--- src/hw/rtl/jcs_pkg.sv ---
// shared types and character constants for the comment stripper
package jcs_pkg;

    // characters that steer the scanner
    localparam logic [7:0] CH_SLASH     = 8'h2F;
    localparam logic [7:0] CH_STAR      = 8'h2A;
    localparam logic [7:0] CH_QUOTE     = 8'h22;
    localparam logic [7:0] CH_BACKSLASH = 8'h5C;
    localparam logic [7:0] CH_NEWLINE   = 8'h0A;

    // one queue entry: the one or two results caused by one input item
    typedef struct packed {
        logic [7:0] byte0;
        logic       bv0;
        logic [7:0] byte1;
        logic       two;
        logic       last;
    } t_entry;

endpackage

--- src/hw/rtl/jcs_if.sv ---
// valid/ready channel interfaces for the input and result streams
interface jcs_in_if;
    logic       valid;
    logic       ready;
    logic [7:0] in_byte;
    logic       in_last;

    modport source (output valid, output in_byte, output in_last, input ready);
    modport sink   (input valid, input in_byte, input in_last, output ready);
endinterface

interface jcs_out_if;
    logic       valid;
    logic       ready;
    logic [7:0] out_byte;
    logic       byte_valid;
    logic       out_last;

    modport source (output valid, output out_byte, output byte_valid, output out_last,
                    input ready);
    modport sink   (input valid, input out_byte, input byte_valid, input out_last,
                    output ready);
endinterface

--- src/hw/rtl/json_comment_stripper_top.sv ---
// top level of the C-style comment stripper
//
// Usage: text enters on i_in, one byte per item with in_last on the final
// byte. Stripped text leaves on o_out, one byte per item; byte_valid is 0
// only on a bare end marker, and out_last marks the final item of a stream.
// Quoted strings and their escapes pass unchanged, comments are dropped,
// a line comment's newline is kept, a trailing held slash is flushed.
// Path: a byte that produces output is written into the entry queue, then
// loaded into the output register; the second byte of a pair follows the first.
// Throughput: one input item per cycle while the queue is not full; an item
// that produces two output bytes (held slash plus the next byte) leaves as
// two results, which the entry queue of FIFO_DEPTH entries absorbs.
// The output rate is bounded by the single output register: one item per
// cycle while o_out.ready is high.
// Reset: synchronous, active low; the scanner returns to plain text and
// the queue and output stage empty. No clearing pass is needed.
// Stalls: when o_out.ready is low the output holds; the queue keeps
// taking input until it fills, then i_in.ready drops.
module json_comment_stripper_top
    import jcs_pkg::*;
#(
    parameter int FIFO_DEPTH = 4
) (
    input  logic      i_clk,
    input  logic      i_rst_n,
    jcs_in_if.sink    i_in,
    jcs_out_if.source o_out
);

    t_entry push_entry;
    t_entry head_entry;
    logic   push;
    logic   pop;
    logic   empty;
    logic   full;

    // mode machine
    jcs_front u_front (
        .i_clk   (i_clk),
        .i_rst_n (i_rst_n),
        .i_in    (i_in),
        .i_full  (full),
        .o_push  (push),
        .o_entry (push_entry)
    );

    // entry queue
    jcs_fifo #(
        .DEPTH (FIFO_DEPTH)
    ) u_fifo (
        .i_clk   (i_clk),
        .i_rst_n (i_rst_n),
        .i_push  (push),
        .i_entry (push_entry),
        .i_pop   (pop),
        .o_head  (head_entry),
        .o_empty (empty),
        .o_full  (full)
    );

    // output stage
    jcs_back u_back (
        .i_clk   (i_clk),
        .i_rst_n (i_rst_n),
        .i_head  (head_entry),
        .i_empty (empty),
        .o_pop   (pop),
        .o_out   (o_out)
    );

endmodule

--- src/hw/rtl/jcs_front.sv ---
// front end: scan mode machine that turns each input item into a queue entry
module jcs_front
    import jcs_pkg::*;
(
    input  logic   i_clk,
    input  logic   i_rst_n,
    jcs_in_if.sink i_in,
    input  logic   i_full,
    output logic   o_push,
    output t_entry o_entry
);

    typedef enum logic [2:0] {
        M_PLAIN      = 3'd0,
        M_STRING     = 3'd1,
        M_ESCAPE     = 3'd2,
        M_SLASH      = 3'd3,
        M_LINE       = 3'd4,
        M_BLOCK      = 3'd5,
        M_BLOCK_STAR = 3'd6
    } t_mode;

    t_mode      r_mode;
    t_mode      n_mode;
    logic [1:0] cnt;
    logic [7:0] b0;
    logic [7:0] b1;
    logic [7:0] c;
    logic       accept;

    assign c      = i_in.in_byte;
    assign i_in.ready = !i_full;
    assign accept = i_in.valid && !i_full;

    // next mode and the bytes this item produces
    always_comb begin
        n_mode = r_mode;
        cnt    = 2'd0;
        b0     = 8'h00;
        b1     = 8'h00;
        case (r_mode)
            M_STRING: begin
                b0  = c;
                cnt = 2'd1;
                if (c == CH_BACKSLASH) begin
                    n_mode = M_ESCAPE;
                end else if (c == CH_QUOTE) begin
                    n_mode = M_PLAIN;
                end
            end
            M_ESCAPE: begin
                b0     = c;
                cnt    = 2'd1;
                n_mode = M_STRING;
            end
            M_SLASH: begin
                if (c == CH_SLASH) begin
                    n_mode = M_LINE;
                end else if (c == CH_STAR) begin
                    n_mode = M_BLOCK;
                end else begin
                    // held slash goes out, then the byte as plain text
                    b0     = CH_SLASH;
                    b1     = c;
                    cnt    = 2'd2;
                    n_mode = (c == CH_QUOTE) ? M_STRING : M_PLAIN;
                end
            end
            M_LINE: begin
                if (c == CH_NEWLINE) begin
                    b0     = c;
                    cnt    = 2'd1;
                    n_mode = M_PLAIN;
                end
            end
            M_BLOCK: begin
                if (c == CH_STAR) begin
                    n_mode = M_BLOCK_STAR;
                end
            end
            M_BLOCK_STAR: begin
                if (c == CH_SLASH) begin
                    n_mode = M_PLAIN;
                end else if (c != CH_STAR) begin
                    n_mode = M_BLOCK;
                end
            end
            default: begin
                if (c == CH_QUOTE) begin
                    b0     = c;
                    cnt    = 2'd1;
                    n_mode = M_STRING;
                end else if (c == CH_SLASH) begin
                    n_mode = M_SLASH;
                end else begin
                    b0     = c;
                    cnt    = 2'd1;
                    n_mode = M_PLAIN;
                end
            end
        endcase

        // end of stream: flush a held slash and restart in plain text
        if (i_in.in_last) begin
            if (n_mode == M_SLASH) begin
                if (cnt == 2'd0) begin
                    b0  = CH_SLASH;
                    cnt = 2'd1;
                end else begin
                    b1  = CH_SLASH;
                    cnt = 2'd2;
                end
            end
            n_mode = M_PLAIN;
        end
    end

    // queue entry; a last item with no byte becomes a bare end marker
    assign o_push        = accept && ((cnt != 2'd0) || i_in.in_last);
    assign o_entry.byte0 = b0;
    assign o_entry.bv0   = (cnt != 2'd0);
    assign o_entry.byte1 = b1;
    assign o_entry.two   = (cnt == 2'd2);
    assign o_entry.last  = i_in.in_last;

    // mode register
    always_ff @(posedge i_clk) begin
        if (!i_rst_n) begin
            r_mode <= M_PLAIN;
        end else if (accept) begin
            r_mode <= n_mode;
        end
    end

endmodule

--- src/hw/rtl/jcs_fifo.sv ---
// short entry queue between the front end and the output stage
module jcs_fifo
    import jcs_pkg::*;
#(
    parameter int DEPTH = 4
) (
    input  logic   i_clk,
    input  logic   i_rst_n,
    input  logic   i_push,
    input  t_entry i_entry,
    input  logic   i_pop,
    output t_entry o_head,
    output logic   o_empty,
    output logic   o_full
);

    localparam int AW = (DEPTH > 1) ? $clog2(DEPTH) : 1;
    localparam int CW = $clog2(DEPTH + 1);
    localparam logic [AW-1:0] LAST_IDX = AW'(DEPTH - 1);
    localparam logic [CW-1:0] FULL_CNT = CW'(DEPTH);

    t_entry        r_mem [DEPTH];
    logic [AW-1:0] r_wr_ptr;
    logic [AW-1:0] r_rd_ptr;
    logic [CW-1:0] r_count;
    logic          do_push;
    logic          do_pop;

    assign o_empty = (r_count == '0);
    assign o_full  = (r_count == FULL_CNT);
    assign do_push = i_push && !o_full;
    assign do_pop  = i_pop && !o_empty;
    assign o_head  = r_mem[r_rd_ptr];

    // entry storage
    always_ff @(posedge i_clk) begin
        if (do_push) begin
            r_mem[r_wr_ptr] <= i_entry;
        end
    end

    // pointers and fill count
    always_ff @(posedge i_clk) begin
        if (!i_rst_n) begin
            r_wr_ptr <= '0;
            r_rd_ptr <= '0;
            r_count  <= '0;
        end else begin
            if (do_push) begin
                r_wr_ptr <= (r_wr_ptr == LAST_IDX) ? '0 : r_wr_ptr + 1'b1;
            end
            if (do_pop) begin
                r_rd_ptr <= (r_rd_ptr == LAST_IDX) ? '0 : r_rd_ptr + 1'b1;
            end
            if (do_push && !do_pop) begin
                r_count <= r_count + 1'b1;
            end else if (do_pop && !do_push) begin
                r_count <= r_count - 1'b1;
            end
        end
    end

endmodule

--- src/hw/rtl/jcs_back.sv ---
// back end: splits queue entries into results in a registered output stage
module jcs_back
    import jcs_pkg::*;
(
    input  logic      i_clk,
    input  logic      i_rst_n,
    input  t_entry    i_head,
    input  logic      i_empty,
    output logic      o_pop,
    jcs_out_if.source o_out
);

    logic       r_valid;
    logic [7:0] r_byte;
    logic       r_bv;
    logic       r_last;
    logic       r_phase;
    logic       load;
    logic       take;

    assign load  = !r_valid || o_out.ready;
    assign take  = load && !i_empty;
    assign o_pop = take && (r_phase || !i_head.two);

    assign o_out.valid      = r_valid;
    assign o_out.out_byte   = r_byte;
    assign o_out.byte_valid = r_bv;
    assign o_out.out_last   = r_last;

    // output register; second result of an entry follows the first
    always_ff @(posedge i_clk) begin
        if (!i_rst_n) begin
            r_valid <= 1'b0;
            r_phase <= 1'b0;
        end else if (load) begin
            r_valid <= !i_empty;
            if (take) begin
                if (r_phase) begin
                    r_phase <= 1'b0;
                end else begin
                    r_phase <= i_head.two;
                end
            end
        end
    end

    // result payload
    always_ff @(posedge i_clk) begin
        if (take) begin
            if (r_phase) begin
                r_byte <= i_head.byte1;
                r_bv   <= 1'b1;
                r_last <= i_head.last;
            end else begin
                r_byte <= i_head.byte0;
                r_bv   <= i_head.bv0;
                r_last <= i_head.last && !i_head.two;
            end
        end
    end

endmodule

--- src/flat_wrapper.sv ---
// flat-port wrapper written by rule: the top's interface ports become plain ports
module json_comment_stripper_top_flat import jcs_pkg::*;
#(
    parameter int FIFO_DEPTH = 4
)
  (i_clk, i_rst_n, i_in_valid, i_in_in_byte, i_in_in_last, i_in_ready, o_out_valid, o_out_out_byte, o_out_byte_valid, o_out_out_last, o_out_ready);
  jcs_in_if i_in_i ();
  jcs_out_if o_out_i ();
  input  logic i_clk;
  input  logic i_rst_n;
  input wire logic [$bits(i_in_i.valid)-1:0] i_in_valid;
  input wire logic [$bits(i_in_i.in_byte)-1:0] i_in_in_byte;
  input wire logic [$bits(i_in_i.in_last)-1:0] i_in_in_last;
  output wire logic [$bits(i_in_i.ready)-1:0] i_in_ready;
  output wire logic [$bits(o_out_i.valid)-1:0] o_out_valid;
  output wire logic [$bits(o_out_i.out_byte)-1:0] o_out_out_byte;
  output wire logic [$bits(o_out_i.byte_valid)-1:0] o_out_byte_valid;
  output wire logic [$bits(o_out_i.out_last)-1:0] o_out_out_last;
  input wire logic [$bits(o_out_i.ready)-1:0] o_out_ready;
  assign i_in_i.valid = i_in_valid;
  assign i_in_i.in_byte = i_in_in_byte;
  assign i_in_i.in_last = i_in_in_last;
  assign i_in_ready = i_in_i.ready;
  assign o_out_valid = o_out_i.valid;
  assign o_out_out_byte = o_out_i.out_byte;
  assign o_out_byte_valid = o_out_i.byte_valid;
  assign o_out_out_last = o_out_i.out_last;
  assign o_out_i.ready = o_out_ready;
  json_comment_stripper_top #(.FIFO_DEPTH(FIFO_DEPTH)) u_core (.i_clk(i_clk), .i_rst_n(i_rst_n), .i_in(i_in_i), .o_out(o_out_i));
endmodule
--- config.mk ---
export PLATFORM = sky130hd
export DESIGN_NAME = json_comment_stripper_top_flat
export DESIGN_NICKNAME = d
export VERILOG_FILES = /design/src/hw/rtl/jcs_pkg.sv /design/src/hw/rtl/jcs_if.sv /design/src/hw/rtl/json_comment_stripper_top.sv /design/src/hw/rtl/jcs_front.sv /design/src/hw/rtl/jcs_fifo.sv /design/src/hw/rtl/jcs_back.sv /design/src/flat_wrapper.sv
export SDC_FILE = /design/constraint.sdc
export NUM_CORES = 1
export LEC_CHECK = 0
export BUFFER_PORTS_ARGS = -buffer_cell sky130_fd_sc_hd__buf_4
export CAP_MARGIN = 20
export CORE_ASPECT_RATIO = 0.75
export CORE_UTILIZATION = 50
export DETAILED_ROUTE_END_ITERATION = 6
export PLACE_DENSITY_LB_ADDON = 0.3
export SYNTH_ARGS = -nofsm -noshare
export SYNTH_HDL_FRONTEND = slang
export SYNTH_SLANG_ARGS = --single-unit
--- constraint.sdc ---
create_clock -name i_clk -period 2.5 [get_ports i_clk]
set_input_delay 0.375 -clock i_clk [delete_from_list [all_inputs] [get_ports i_clk]]
set_output_delay 0.375 -clock i_clk [all_outputs]
set_load 0.02 [all_outputs]
== Yosys cells after proc, flatten, opt, wreduce, memory -nomap -nowiden ==
Memory sizes are Yosys's and may differ from the RTL's. A register that Yosys moved wholly into a read port is not among the register bits.
Index checks and enable logic that the tools add are counted.

* Register bits after elaboration: 22
* Bits in latches: 0
* Bits in writable memories: 76
* Bits in read-only memories: 0
* Input port bits: 13
* Output and inout port bits: 12
* Memories kept: 1

{| class="wikitable"
|+ Memories
! memory !! depth !! width !! rd ports !! clocked after memory_dff !! wr ports !! line !! RTL
|-
| u_core.u_fifo.r_mem || 4 || 19 || 1 || 1 || 1 || jcs_fifo.sv:22 || <nowiki>t_entry r_mem [DEPTH];</nowiki>
|}

* $add $sub $neg: 4
* Multipliers: 0
* Divide/modulo/power cells: 0
* Magnitude comparators: 0
* Equal/unequal tests: 17
* Shift-type cells: 0
* Mux-type cells: 48
* Bitwise gates (word level): 0
* Reduce and logical (&&, ||, !) cells: 25

{| class="wikitable"
|+ Operators by type and width
! cell !! number
|-
| two-way mux 8 bit || 13
|-
| two-way mux 3 bit || 11
|-
| one-hot mux 8 bit (4 select lines) || 1
|-
| equality test 8 x 6 -> 1 bit, second input constant || 3
|-
| two-way mux 2 bit || 11
|-
| one-hot mux 3 bit (6 select lines) || 1
|-
| equality test 3 bit, second input constant || 4
|-
| two-way mux 6 bit || 2
|-
| equality test 3 x 2 -> 1 bit, second input constant || 3
|-
| logical AND 1 bit || 9
|-
| equality test 8 x 4 -> 1 bit, second input constant || 1
|-
| equality test 8 x 7 -> 1 bit, second input constant || 1
|-
| two-way mux 1 bit || 8
|-
| != test 8 x 6 -> 1 bit, second input constant || 1
|-
| one-hot mux 2 bit (4 select lines) || 1
|-
| equality test 2 bit, second input constant || 3
|-
| zero test 1 bit || 6
|-
| adder 2 x 1 -> 2 bit, second input constant || 2
|-
| nonzero test 2 bit || 2
|-
| OR reduction 2 bit || 2
|-
| adder 3 x 1 -> 3 bit, second input constant || 1
|-
| equality test 3 x 1 -> 1 bit, second input constant || 1
|-
| zero test 3 bit || 1
|-
| logical OR 1 bit || 3
|-
| 3 further kinds || 3
|}

== Longest topological paths before layout ==
Gate-level depths: netlist of the first run.

* Depth after elaboration: 16
* Mapped depth: 12
* Depth with buffers taken out: 11

== By module ==
From an unflattened synthesis of the first run, not the netlist that was laid out.

* Cell total of the unflattened synthesis: 291
* Area, all modules: 4535.6 µm²

{| class="wikitable"
|+ By module, submodules not included
! module !! times used !! cells an instance !! area an instance (µm²) !! seq. area each (µm²)
|-
| jcs_fifo || 1 || 150 || 3265.6 || 2462.4
|-
| jcs_front || 1 || 109 || 723.2 || 60.1
|-
| jcs_back || 1 || 32 || 546.8 || 340.3
|}

== Worst setup path after synthesis of the first run ==
OpenSTA, ideal clock, no wires.

* Path kind: input port to flip-flop
* Start: in i_in_in_byte[2]
* End: reg u_core.u_fifo.r_count[2]
* Setup time: 0.076 ns
* Arrival time: 2.645 ns
* Required time: 2.424 ns
* Setup slack: -0.221 ns
* Cell stages on the path: 12
* Path buffers: 1
* Cell sequence: buf_2 -> xnor2_1 -> and4_4 -> nor3_4 -> a31oi_4 -> a21oi_4 -> ha_1 -> inv_1 -> fa_1 -> xor2_1 -> or3_1 -> a21boi_0

* Cells in the longest elaborated chain, start to end: 15
* Elaborated cells on any way between the ends: 38
* Classes of those cells: eq/ne: 7; mux: 22; reduce/logical: 9

{| class="wikitable"
|+ Ends and longest elaborated chain
! item !! line !! RTL
|-
| start, declared || flat_wrapper.sv:12 || <nowiki>input wire logic [$bits(i_in_i.in_byte)-1:0] i_in_in_byte;</nowiki>
|-
| equality test 8 x 6 -> 1 bit, on equally long branches || -- ||
|-
| two-way mux 1 bit, or another cell as far along || jcs_front.sv:66 || <nowiki>n_mode = (c == CH_QUOTE) ? M_STRING : M_PLAIN;</nowiki>
|-
| two-way mux 3 bit, or another cell as far along || jcs_front.sv:59 || <nowiki>end else if (c == CH_STAR) begin</nowiki>
|-
| two-way mux 3 bit / one-hot mux 2 bit (4 select lines) (equally long branches) || jcs_front.sv:57, jcs_front.sv:41 ||
|-
| one-hot mux 3 bit (6 select lines) / zero test 2 bit (equally long branches) || jcs_front.sv:41, jcs_front.sv:106 ||
|-
| equality test 3 x 2 -> 1 bit / two-way mux 2 bit (equally long branches) || jcs_front.sv:105, jcs_front.sv:106 ||
|-
| two-way mux 2 bit || jcs_front.sv:105 || <nowiki>if (n_mode == M_SLASH) begin</nowiki>
|-
| two-way mux 2 bit (*) || jcs_front.sv:104 || <nowiki>if (i_in.in_last) begin</nowiki>
|-
| nonzero test 2 bit (*) || jcs_front.sv:119 || <nowiki>assign o_push = accept && ((cnt != 2'd0) || i_in.in_last);</nowiki>
|-
| logical OR 1 bit (*) || jcs_front.sv:119 ||
|-
| logical AND 1 bit (*) || jcs_front.sv:119 ||
|-
| logical AND 1 bit (*) || jcs_fifo.sv:31 || <nowiki>assign do_push = i_push && !o_full;</nowiki>
|-
| net u_core.u_fifo.do_push || jcs_fifo.sv:26 || <nowiki>logic do_push;</nowiki>
|-
| zero test 1 bit || jcs_fifo.sv:57 || <nowiki>end else if (do_pop && !do_push) begin</nowiki>
|-
| logical AND 1 bit || jcs_fifo.sv:57 ||
|-
| nonzero test 2 bit (no source line) || -- ||
|-
| end signal, assigned || jcs_fifo.sv:56 || <nowiki>r_count <= r_count + 1'b1;</nowiki>
|-
| end signal, assigned || jcs_fifo.sv:58 || <nowiki>r_count <= r_count - 1'b1;</nowiki>
|-
| end, declared || jcs_fifo.sv:25 || <nowiki>logic [CW-1:0] r_count;</nowiki>
|}

Mark *: on every way through the listed nets, which the timed path passes. The rest lies on a longest branch.
A chain may end at the register's enable or synchronous reset.

== Worst setup path in the final report of the first run ==
* Start: reg u_core.u_front.r_mode[0]
* End: reg u_core.u_fifo.r_count[2]

* Cells in the longest elaborated chain, start to end: 14
* Elaborated cells on any way between the ends: 30
* Classes of those cells: eq/ne: 7; mux: 12; reduce/logical: 11

{| class="wikitable"
|+ Ends and longest elaborated chain
! item !! line !! RTL
|-
| start, declared || jcs_front.sv:23 || <nowiki>t_mode r_mode;</nowiki>
|-
| start signal, assigned || jcs_front.sv:131 || <nowiki>r_mode <= n_mode;</nowiki>
|-
| equality test 3 bit, or another cell as far along || jcs_front.sv:41 || <nowiki>case (r_mode)</nowiki>
|-
| OR reduction 2 bit (no source line) || -- ||
|-
| one-hot mux 2 bit (4 select lines) || jcs_front.sv:41 ||
|-
| zero test 2 bit || jcs_front.sv:106 || <nowiki>if (cnt == 2'd0) begin</nowiki>
|-
| two-way mux 2 bit || jcs_front.sv:106 ||
|-
| two-way mux 2 bit || jcs_front.sv:105 ||
|-
| two-way mux 2 bit (*) || jcs_front.sv:104 ||
|-
| nonzero test 2 bit (*) || jcs_front.sv:119 ||
|-
| logical OR 1 bit (*) || jcs_front.sv:119 ||
|-
| logical AND 1 bit (*) || jcs_front.sv:119 ||
|-
| logical AND 1 bit (*) || jcs_fifo.sv:31 ||
|-
| net u_core.u_fifo.do_push || jcs_fifo.sv:26 ||
|-
| zero test 1 bit || jcs_fifo.sv:57 ||
|-
| logical AND 1 bit || jcs_fifo.sv:57 ||
|-
| nonzero test 2 bit (no source line) || -- ||
|}

Marks and branches as above.

==> out/results.txt, run 1 <==
Status = finished, final reports clean
Die footprint = 9140 µm²
Clock period minus worst slack = 2370 ps
Final hold vios = 0
Synth area leader = edfxtp_1
Post-route DRC = 0
Final Instance Area = 5100 µm²
Worst R2R Setup Slack = 130 ps
CP Class = flip-flop to flip-flop
Die span in x = 110 µm
Period utilization = 94.8%
GRT Total Usage = 19.5%
Fraction of registers with async set/reset = 0%
P per Cell Area = 962 nW/µm²
Fmax = 0.422 GHz
Worst hold path cell count = 1
I/O pins = 25
# diodes = 0
# rows = 29
Most frequent cell after synthesis = edfxtp_1
Core area = 8490 µm²
CTS max path bufs = 2
Area grow syn2layout = 16.6%
Remaining global-route overflow = 0
Clk sinks = 100
First-pass GRT wire length = 12,900 µm
Post-Synthesis Cells = 277
Worst slew pin tran = 399 ps
Net count, final = 340
Primary FF master, synth = edfxtp_1
Share of layout cells above drive strength 1 = 30.8%
Worst Hold Launch = i_in_in_last
Max Cap Viol = 0
Relative slew slack = 73.3%
Post-route ant nets = 0
Post-CTS Setup Inserts = 0
Critical Path Start = u_core.u_front.r_mode[0]
# H-tree levels = 3
Unrepaired setup endpoints after global routing = false
Clock root buffer = clkbuf_16
Final RePlAce weighted congestion = 0.935
Final HPWL DP = 5220 µm
Syn Area/Cell = 15.8 µm²
Pre-CTS setup slack = -58.5 ps
Hold Path End = u_core.u_fifo.r_mem[0][0]
Max-slew violation count = 0
CTS tree = done
Final Setup Violations = 0
TritonCTS Buffers = 9
Startpoint types = flip-flop
IO Port Bufs = 24
Drt pass-1 iters = 4
Setup crit end kind = flip-flop
Largest net degree at the start of global routing = 20
Synth cell count leaders = 86 x edfxtp_1, 19 x mux4_2, 19 x nand2_1
DR WL/cell = 17.9 µm
Yosys cell types = 48
Net Count, Synth = 297
Vias/cell = 5.67
Worst Path Required = 2760 ps
Antenna violations before repair = 0
RR Startpoint = u_core.u_front.r_mode[0]
Share of the yosys chip area belonging to registers = 65.4%
Post-Syn Area = 4380 µm²
Number of DRC markers in iteration 0 = 139
Via count = 2,457
Vias in the first global route = 2,513
#FFs+latches synth = 100
Leak Pwr = 1.79 nW
Max IR drop VDD = 0.582 mV
Min-Delay Path Class = primary input to flip-flop
Worst clock skew = 7.12 ps
Post-synth EDFFs = 86
Final setup margin = 131 ps
Clock slew seen by the registers of the worst setup and hold paths = 60 ps
Area fraction of the dominant cell type after synthesis = 59.0%
Synth top area cells = edfxtp_1 59%, mux4_2 9.8%, dfxtp_1 6.4%
Total Wirelength = 7750 µm
End of the worst register-to-register path = u_core.u_fifo.r_count[2]
Hold_buf cts = 0
CP max FO = 10
Clock latency on the worst-skew pair = 340 ps
Die Height = 83.0 µm
Reg2Reg Depth = 11
Initial cell density of the core = 51.5%
Yosys warning count = 0
Critical path arrival = 2630 ps
DP Area = 4820 µm²
final cells by class:
| type | count | area [µm²] |
|---|---|---|
| sequential | 100 | 2870 |
| inverter | 5 | 18.8 |
| tap | 108 | 135 |
| clock inverter | 6 | 55.1 |
| fill | 640 | 3390 |
| multi-input combinational | 159 | 1450 |
| clock buffer | 10 | 229 |
| timing repair buffer | 45 | 350 |
layout by cell type (no fill, tap or decap), types with 2 or more instances in the layout:
cell	count
nor2_1	10
clkbuf_16	9
nor2b_1	9
or2_2	2
nor3_1	3
and4_1	2
xor2_1	2
inv_1	4
nand2b_1	3
nor4_1	2
mux4_2	19
a21boi_0	2
dfxtp_2	2
buf_4	44
mux2_2	8
clkinv_1	2
o2111ai_1	2
nand3_1	5
and2_1	15
clkinv_2	2
nand2_1	19
xnor2_1	2
o21ai_0	4
mux2i_1	5
dfxtp_1	12
and3_1	4
ha_1	5
o211ai_1	3
nand4bb_1	2
a21o_1	2
edfxtp_1	86
a22oi_1	2
a21oi_1	8
layer usage:
| metal | part of all wire, % | global-route usage [%] | vias up |
|---|---|---|---|
| met2 | 46 | 28.7 | 83 |
| met5 | 0 | 0 | - |
| met4 | 1.8 | 6.79 | 0 |
| met3 | 6.3 | 5.89 | 8 |
| li1 | - | - | 1151 |
| met1 | 46 | 27.7 | 1215 |
critical path, stage by stage, from the launching register on:
cell and delay [ps]:
dfxtp_2 370, nand2b_1 200, a21oi_1 240, a21o_1 140, nor2_1 70, a21oi_4 150, ha_4 160, inv_2 30
fa_2 320, xor2_1 170, or3_1 300, a21boi_1 150
metrics by stage:
step           power [mW]  hold slack [ps]  std cells  util [%]  setup TNS, ps
6_report             4.91              293        433      60.1              0
3_3_place_gp         3.63              464        417      56.7              0
3_5_place_dp         3.66              475        417      56.7          -58.5
5_1_grt              5.17              285        433      60.1              0
4_1_cts              4.98              276        433      60.1              0
2_1_floorplan        3.24              468        277         -          -90.0
cell families after synthesis:
kind of cell / synth area share [%]
AND/OR/NAND/NOR: 11.3
adder cells (fa/ha/maj): 2.17
AO/OA/AOI/OAI: 5.55
flip-flops: 65.4
buffers and inverters: 1.77
XOR/XNOR: 0.801
multiplexers: 13.0
state kept, by name, indices dropped and copies added (netlist names), named ones only:
name / cells
u_core.u_back.o_out.out_byte: 8
u_core.u_back.o_out.byte_valid: 1
u_core.u_back.o_out.out_last: 1
u_core.u_fifo.r_wr_ptr: 2
u_core.u_back.r_phase: 1
u_core.u_fifo.r_count: 3
u_core.u_fifo.r_rd_ptr: 2
u_core.u_fifo.r_mem: 76
u_core.u_front.r_mode: 3
u_core.u_back.o_out.valid: 1
power by group:
group	internal [mW]	switching, mW	total, mW
Combinational	0.688	0.693	1.38
Clock	0.765	0.550	1.31
Sequential	2.13	0.0921	2.22
worst max-delay path by stage:
stage	end	slack (ps)	cells after the start
2_1_floorplan	u_core.u_fifo.r_count[2]	-90	12
3_3_place_gp	u_core.u_fifo.r_count[2]	60	12
3_5_place_dp	u_core.u_fifo.r_count[2]	-60	11
4_1_cts	u_core.u_fifo.r_count[2]	60	11
5_1_grt	u_core.u_fifo.r_count[2]	6	11
6_report	u_core.u_fifo.r_count[2]	130	11
timing repair:
action / 4_1_cts / 5_1_grt
gates resized for setup: 0 / 2
setup endpoints to repair: 0 / 2
endpoints found under the hold margin: 0 / 0
(Power assumes the default switching activity.)
==> run 2, diff against run 1 <==
--- a/config.mk
+++ b/config.mk
@@ -13,4 +13,5 @@
 export PLACE_DENSITY_LB_ADDON = 0.3
 export SYNTH_ARGS = -nofsm -noshare
 export SYNTH_HDL_FRONTEND = slang
+export SYNTH_HIERARCHICAL = 1
 export SYNTH_SLANG_ARGS = --single-unit
==> run 2 against run 1 <==
  * The flow now finishes with violations (DRC, setup timing)
  * Critical path depth grew 2
  * Power grew 10%
  * Critical path type is now primary input to flip-flop
  * Routed wire length grew 9.0%
  * Final cell count grew 7.9%
  * Largest power group unchanged
  * Area after synthesis grew 3.6%
  * Via count grew 6.0%
  * Die area grew 3.5%
  * Register-to-register slack lost 210 ps
  * Combinational power grew 20%
  * Hold slack lost 23 ps
==> out/results.txt, run 2 <==
Clock latency on the worst-skew pair = 330 ps (about the same)
P per Cell Area = 984 nW/µm² (+2.2%)
Sw frac = 27.3% (+0.14 points)
TritonCTS Buffers = 9 (unchanged)
Post-route DRC = 2 (+2)
Largest net degree at the start of global routing = 20 (unchanged)
Period utilization = 104% (+9.4 points)
Met3 routed WL = 451 µm (-7.8%)
CTS max path bufs = 2 (unchanged)
Final RePlAce weighted congestion = 0.853 (-8.8%)
Worst Path Required = 2770 ps (about the same)
CTS tree = done
Hold_buf cts = 0 (unchanged)
Max-slew violation count = 0 (unchanged)
Clk sinks = 100 (unchanged)
Die span in x = 112 µm (+1.8%)
WP buf/inv = 2 (+1)
Clock period minus worst slack = 2600 ps (+234 ps)
Die footprint = 9460 µm² (+3.5%)
Failing checks = DRC, setup timing
Final HPWL DP = 5850 µm (+12%)
Tot Pwr = 5.42 mW (+10%)
Reg2Reg Depth = 12 (+1)
#FFs+latches synth = 100 (unchanged)
Number of DRC markers in iteration 0 = 180 (+29%)
Vias in the first global route = 2,612 (+3.9%)
First-pass GRT wire length = 13,600 µm (+5.6%)
Relative slew slack = 56.0% (-17 points)
Worst path cell trace = buf_6, or3_4, or3b_4, a221oi_4, a21o_1, a21oi_2, nor2b_4, ha_4, inv_2, fa_2, xor2_1, or3_1, a21boi_1
Internal power = 3.94 mW (+10%)
Die Height = 84.5 µm (+1.8%)
Fmax = 0.384 GHz (-9.0%)
Uppermost routed layer = met4
Startpoint types = primary input
Clock slew seen by the registers of the worst setup and hold paths = 70 ps (about the same)
Sequential share of power = 42.2% (-3.0 points)
Drt pass-1 iters = 6 (+2)
Final Setup Violations = 2 (+2)
Psw = 1.48 mW (+11%)
Post-Syn Area = 4540 µm² (+3.6%)
Clock power share = 27.3% (+0.5 points)
Delay-heaviest family, CP = simple AND/OR/NAND/NOR gates
I/O pins = 25 (unchanged)
Biggest register = u_core/u_fifo/r_mem
Total Wirelength = 8450 µm (+9.0%)
Syn Area/Cell = 15.6 µm² (-1.4%)
Post-layout util = 63.9% (+3.7 points)
Vias/cell = 5.58 (-1.7%)
Post-route ant nets = 0 (unchanged)
Remaining global-route overflow = 0 (unchanged)
Most frequent cell after synthesis = edfxtp_1
Max IR drop VDD = 0.733 mV (+26%)
Share of the yosys chip area belonging to registers = 63.1% (-2.3 points)
Share of layout cells above drive strength 1 = 35.1% (+4.3 points)
Yosys warning count = 6 (+6)
Area fraction of the dominant cell type after synthesis = 56.9% (-2.1 points)
GRT Total Usage = 19.5% (-0.066 points)
Worst path slowest cell = or3b_4
Antenna violations before repair = 0 (unchanged)
Setup crit end kind = flip-flop
Unrepaired setup endpoints after global routing = true
Fraction of registers with async set/reset = 0% (unchanged)
Max incr delay on CP = 430 ps (+60 ps)
Leak Pwr = 2.03 nW (+13%)
Net count, final = 374 (+10%)
Final hold vios = 0 (unchanged)
Post-Route M1 WL = 4100 µm (+15%)
Primary FF master, synth = edfxtp_1
Worst slew pin tran = 659 ps (+260 ps)
Leading cell type in the layout, fill and taps excluded = edfxtp_1
Yosys cell types = 60 (+25%)
Commonest cells after routing, fill and taps aside = 86 x edfxtp_1, 65 x buf_4, 18 x nand2_1, 13 x dfxtp_1
Critical path arrival = 2870 ps (+240 ps)
Min-Delay Path Class = primary input to flip-flop
Status = complete, but fails checks
Final Instance Area = 5520 µm² (+8.0%)
Post-synth EDFFs = 86 (unchanged)
Clock root buffer = clkbuf_16
Post-Synthesis Cells = 291 (+5.1%)
CP max FO = 3 (-7)
Synth area leader = edfxtp_1
Wire length on met2 = 3820 µm (+7.4%)
Max Cap Viol = 0 (unchanged)
Via count = 2,605 (+6.0%)
Area grow syn2layout = 21.6%
# H-tree levels = 3 (unchanged)
Final setup margin = -103 ps (-234 ps)
DR WL/cell = 18.1 µm (+1.1%)
Worst clock skew = 7.03 ps (-0.0808 ps)
Largest register FFs = 76 (unchanged)
Worst hold path cell count = 1 (unchanged)
IO Port Bufs = 24 (unchanged)
CP Class = primary input to flip-flop
# rows = 29 (unchanged)
WP depth = 13 (+2)
Net Count, Synth = 311 (+4.7%)
Initial cell density of the core = 52.5% (+0.97 points)
DP Area = 5140 µm² (+6.7%)
Core area = 8640 µm² (+1.7%)
Synth top area cells = edfxtp_1 57%, dfxtp_1 6.2%, mux4_1 5.2%
Gate power share = 30.5% (+2.4 points)
# diodes = 0 (unchanged)
Synth cell count leaders = 86 x edfxtp_1, 18 x nand2_1, 14 x dfxtp_1
==> run 2: cell count changes in the layout (fill, tap and decap cells not counted), sizes merged, moves of 4 or more <==
cell / previous run / this run
nor2b: 10 / 5
inv: 5 / 11
clkinv: 4 / 0
a21oi: 9 / 2
nor3: 4 / 8
o21ai: 4 / 11
buf: 45 / 68
==> run 2: area by class of cell <==
class / count / area (µm²)
clock buffers: 11 / 243
clock inverters: 5 / 83.8
fillers: 618 / 3120
inverters: 10 / 37.5
multi-input cells: 165 / 1620
flip-flops and latches: 100 / 2860
well taps: 108 / 135
repair buffers: 68 / 531
==> run 2: layer usage <==
metal / vias to the layer above / track usage (%)
met3: 7 / 4.26
met2: 72 / 30.0
met1: 1273 / 28.1
li1: 1253 / -
met5: - / 0
met4: 0 / 5.70
==> run 2: kinds of logic (layout without fill, tap and decap cells) <==
kind of cell	count (synthesis)	count (layout)	share of synthesized area [%]
compound gates	37	37	5.85
xor+xnor	4	4	0.773
fa+ha+maj	9	9	2.54
buf+inv	26	94	3.06
flops	100	100	63.1
mux	31	31	13.7
simple gates	84	84	11.0
==> run 2: final timing paths <==
path	end	from	slack, ps
max	u_core/u_fifo/r_count[2]	i_in_in_byte[6]	-100
max reg2reg	u_core/u_fifo/r_count[2]	u_core/u_front/r_mode[1]	-80
min reg2reg	u_core/u_fifo/r_wr_ptr[1]	u_core/u_fifo/r_wr_ptr[1]	500
min	u_core/u_fifo/r_mem[1][0]	i_in_in_last	270
==> run 2: what timing repair did <==
item | CTS | global route
buffers inserted | 1 | 0
resized for setup | 11 | 1
pin swaps | 0 | 1
setup endpoints to repair | 78 | 2
==> run 2: metrics by stage <==
| stage | setup WS (ps) | hold slack, ps | std cells | setup TNS (ps) |
|---|---|---|---|---|
| global placement | -389 | 483 | 450 | -24440 |
| CTS | -95.0 | 261 | 467 | -115 |
| finish | -103 | 270 | 467 | -173 |
| detailed placement | -532 | 505 | 450 | -29260 |
| global route | -205 | 264 | 467 | -342 |
| floorplan | -276 | 468 | 291 | -542 |
==> run 2: power by group through the flow <==
| stage | Sequential [mW] | Clock [mW] | Combinational [mW] |
|---|---|---|---|
| final | 2.29 | 1.48 | 1.65 |
| after global routing | 2.32 | 1.57 | 1.78 |
| after CTS | 2.30 | 1.51 | 1.67 |
| after detailed placement | 2.33 | 0 | 1.63 |
| after global placement | 2.31 | 0 | 1.57 |
| after floorplan | 2.42 | 0 | 0.999 |
==> run 3, diff against run 2 <==
--- a/config.mk
+++ b/config.mk
@@ -7,11 +7,11 @@
 export LEC_CHECK = 0
 export BUFFER_PORTS_ARGS = -buffer_cell sky130_fd_sc_hd__buf_4
 export CAP_MARGIN = 20
-export CORE_ASPECT_RATIO = 0.75
+export CORE_ASPECT_RATIO = 1.75
 export CORE_UTILIZATION = 50
+export CTS_CLUSTER_DIAMETER = 60
 export DETAILED_ROUTE_END_ITERATION = 6
 export PLACE_DENSITY_LB_ADDON = 0.3
 export SYNTH_ARGS = -nofsm -noshare
 export SYNTH_HDL_FRONTEND = slang
-export SYNTH_HIERARCHICAL = 1
 export SYNTH_SLANG_ARGS = --single-unit
==> run 3 against run 2 <==
  * The run now ends clean
  * Flip-flop and latch count is the same
  * Fmax grew 8.7%
  * Hold slack gained 26 ps
  * Global-route usage is essentially flat
  * Count of clock-buffer cells in the layout grew 2
  * Largest cell class unchanged
  * Highest routed layer unchanged
==> out/results.txt, run 3 (same netlist as run 1, synthesis figures left out) <==
Final setup margin = 105 ps (+208 ps)
Commonest cells after routing, fill and taps aside = 86 x edfxtp_1, 48 x buf_4, 19 x nand2_1, 19 x mux4_2, 15 x and2_1
# diodes = 0 (unchanged)
Hold_buf cts = 0 (unchanged)
First-pass GRT wire length = 12,600 µm (-7.0%)
Final RePlAce weighted congestion = 0.834 (-2.3%)
DR WL/cell = 17.9 µm (-0.85%)
# rows = 44 (+52%)
Post-route DRC = 0 (-2)
Clock latency on the worst-skew pair = 340 ps (about the same)
Fmax = 0.417 GHz (+8.7%)
Clock period minus worst slack = 2400 ps (-208 ps)
Leak Pwr = 1.79 nW (-12%)
P per Cell Area = 940 nW/µm² (-4.4%)
Post-layout util = 60.9% (-3.0 points)
Net count, final = 343 (-8.3%)
Unrepaired setup endpoints after global routing = false
Via count = 2,433 (-6.6%)
Post-route ant nets = 0 (unchanged)
Leading cell type in the layout, fill and taps excluded = edfxtp_1
Gate power share = 28.5% (-2.0 points)
Max Cap Viol = 0 (unchanged)
Sw frac = 27.2% (-0.053 points)
Clock slew seen by the registers of the worst setup and hold paths = 60 ps (about the same)
Final hold vios = 0 (unchanged)
I/O pins = 25 (unchanged)
Total Wirelength = 7950 µm (-5.9%)
Psw = 1.30 mW (-12%)
Final Setup Violations = 0 (-2)
Max-slew violation count = 0 (unchanged)
Internal power = 3.48 mW (-12%)
Core area = 8370 µm² (-3.1%)
Setup crit end kind = flip-flop
Worst slew pin tran = 428 ps (-231 ps)
Post-CTS Setup Inserts = 0 (-1)
Sequential share of power = 46.3% (+4.1 points)
Die Height = 126 µm (+49%)
Antenna violations before repair = 0 (unchanged)
Initial cell density of the core = 52.3% (-0.22 points)
Status = finished, final reports clean
Largest net degree at the start of global routing = 20 (unchanged)
Max IR drop VDD = 0.549 mV (-25%)
Pre-CTS setup slack = -42.7 ps (+490 ps)
Drt pass-1 iters = 4 (-2)
Biggest register = u_core.u_fifo.r_mem
CP Class = flip-flop to flip-flop
Largest register FFs = 76 (unchanged)
Remaining global-route overflow = 0 (unchanged)
TritonCTS Buffers = 9 (unchanged)
Vias in the first global route = 2,558 (-2.1%)
Filler cells = 659 (+6.6%)
Tot Pwr = 4.79 mW (-12%)
Area grow syn2layout = 16.4%
CP max FO = 7 (+4)
Worst Path Required = 2770 ps (about the same)
GRT Total Usage = 19.5% (about the same)
Vias/cell = 5.49 (-1.5%)
Share of layout cells above drive strength 1 = 30.5% (-4.6 points)
Final HPWL DP = 5550 µm (-5.1%)
IO Port Bufs = 24 (unchanged)
Min-Delay Path Class = primary input to flip-flop
Multi-input gate area = 1460 µm² (-10%)
# H-tree levels = 3 (unchanged)
Clk sinks = 100 (unchanged)
CTS max path bufs = 2 (unchanged)
Worst clock skew = 6.85 ps (-0.185 ps)
Number of DRC markers in iteration 0 = 139 (-23%)
Reg area = 2860 µm² (about the same)
Startpoint types = flip-flop
Period utilization = 95.8% (-8.3 points)
Die footprint = 9150 µm² (-3.3%)
Clock root buffer = clkbuf_16
Die span in x = 72.7 µm (-35%)
Critical path arrival = 2670 ps (-200 ps)
Relative slew slack = 71.2% (+15 points)
Clock power share = 25.2% (-2.1 points)
CTS tree = done
[run 3: repair_timing]
action	4_1_cts	5_1_grt
gates resized for setup	0	1
endpoints found under the setup margin	0	1
hold endpoints to repair	0	0
[run 3: power groups by stage]
stage | sequential [mW] | clock (mW) | combinational, mW
finish | 2.22 | 1.21 | 1.36
global route | 2.25 | 1.29 | 1.48
CTS | 2.22 | 1.23 | 1.40
detailed placement | 2.26 | 0 | 1.39
global placement | 2.24 | 0 | 1.36
floorplan | 2.35 | 0 | 0.883
[run 3: metrics by stage]
step / hold WS (ps) / setup TNS, ps / instance area [µm²] / std cells
global placement: 466 / 0 / 4840 / 427
finish: 296 / 0 / 5090 / 443
detailed placement: 494 / -42.7 / 4840 / 427
CTS: 288 / 0 / 5090 / 443
floorplan: 468 / -90.0 / 4400 / 277
global route: 290 / 0 / 5090 / 443
[run 3: layout make-up]
cell class,count,area share (%)
clock buffer,13,4.72
multi-input combinational,159,28.6
sequential,100,56.2
timing repair buffer,48,7.07
tap,115,2.82
clock inverter,3,0.270
inverter,5,0.368
[run 3: layer usage]
| metal | vias up | global-route usage [%] | routed length (µm) |
|---|---|---|---|
| met2 | 60 | 35.8 | 4490 |
| li1 | 1162 | - | - |
| met1 | 1195 | 19.8 | 2980 |
| met4 | 0 | 9.69 | 224 |
| met3 | 16 | 4.72 | 245 |
| met5 | - | 0 | 0 |
[run 3: final timing paths]
path / endpoint / cells past startpoint / slack, ps / start
max: u_core.u_fifo.r_count[2] / 11 / 100 / u_core.u_front.r_mode[0]
min: u_core.u_fifo.r_mem[3][0] / 1 / 300 / i_in_in_last
max reg2reg: u_core.u_fifo.r_count[2] / 11 / 100 / u_core.u_front.r_mode[0]
min reg2reg: u_core.u_back.o_out.valid / 2 / 500 / u_core.u_back.o_out.valid
[run 3: worst max-delay path: stages, from the launching register on]
cell      delay, ps
dfxtp_1         360
nand2b_1        250
a21oi_2         210
a21o_1          140
nor2_1           70
a21oi_4         160
ha_4            160
inv_2            30
fa_2            320
xor2_1          170
or3_1           310
a21boi_1        140
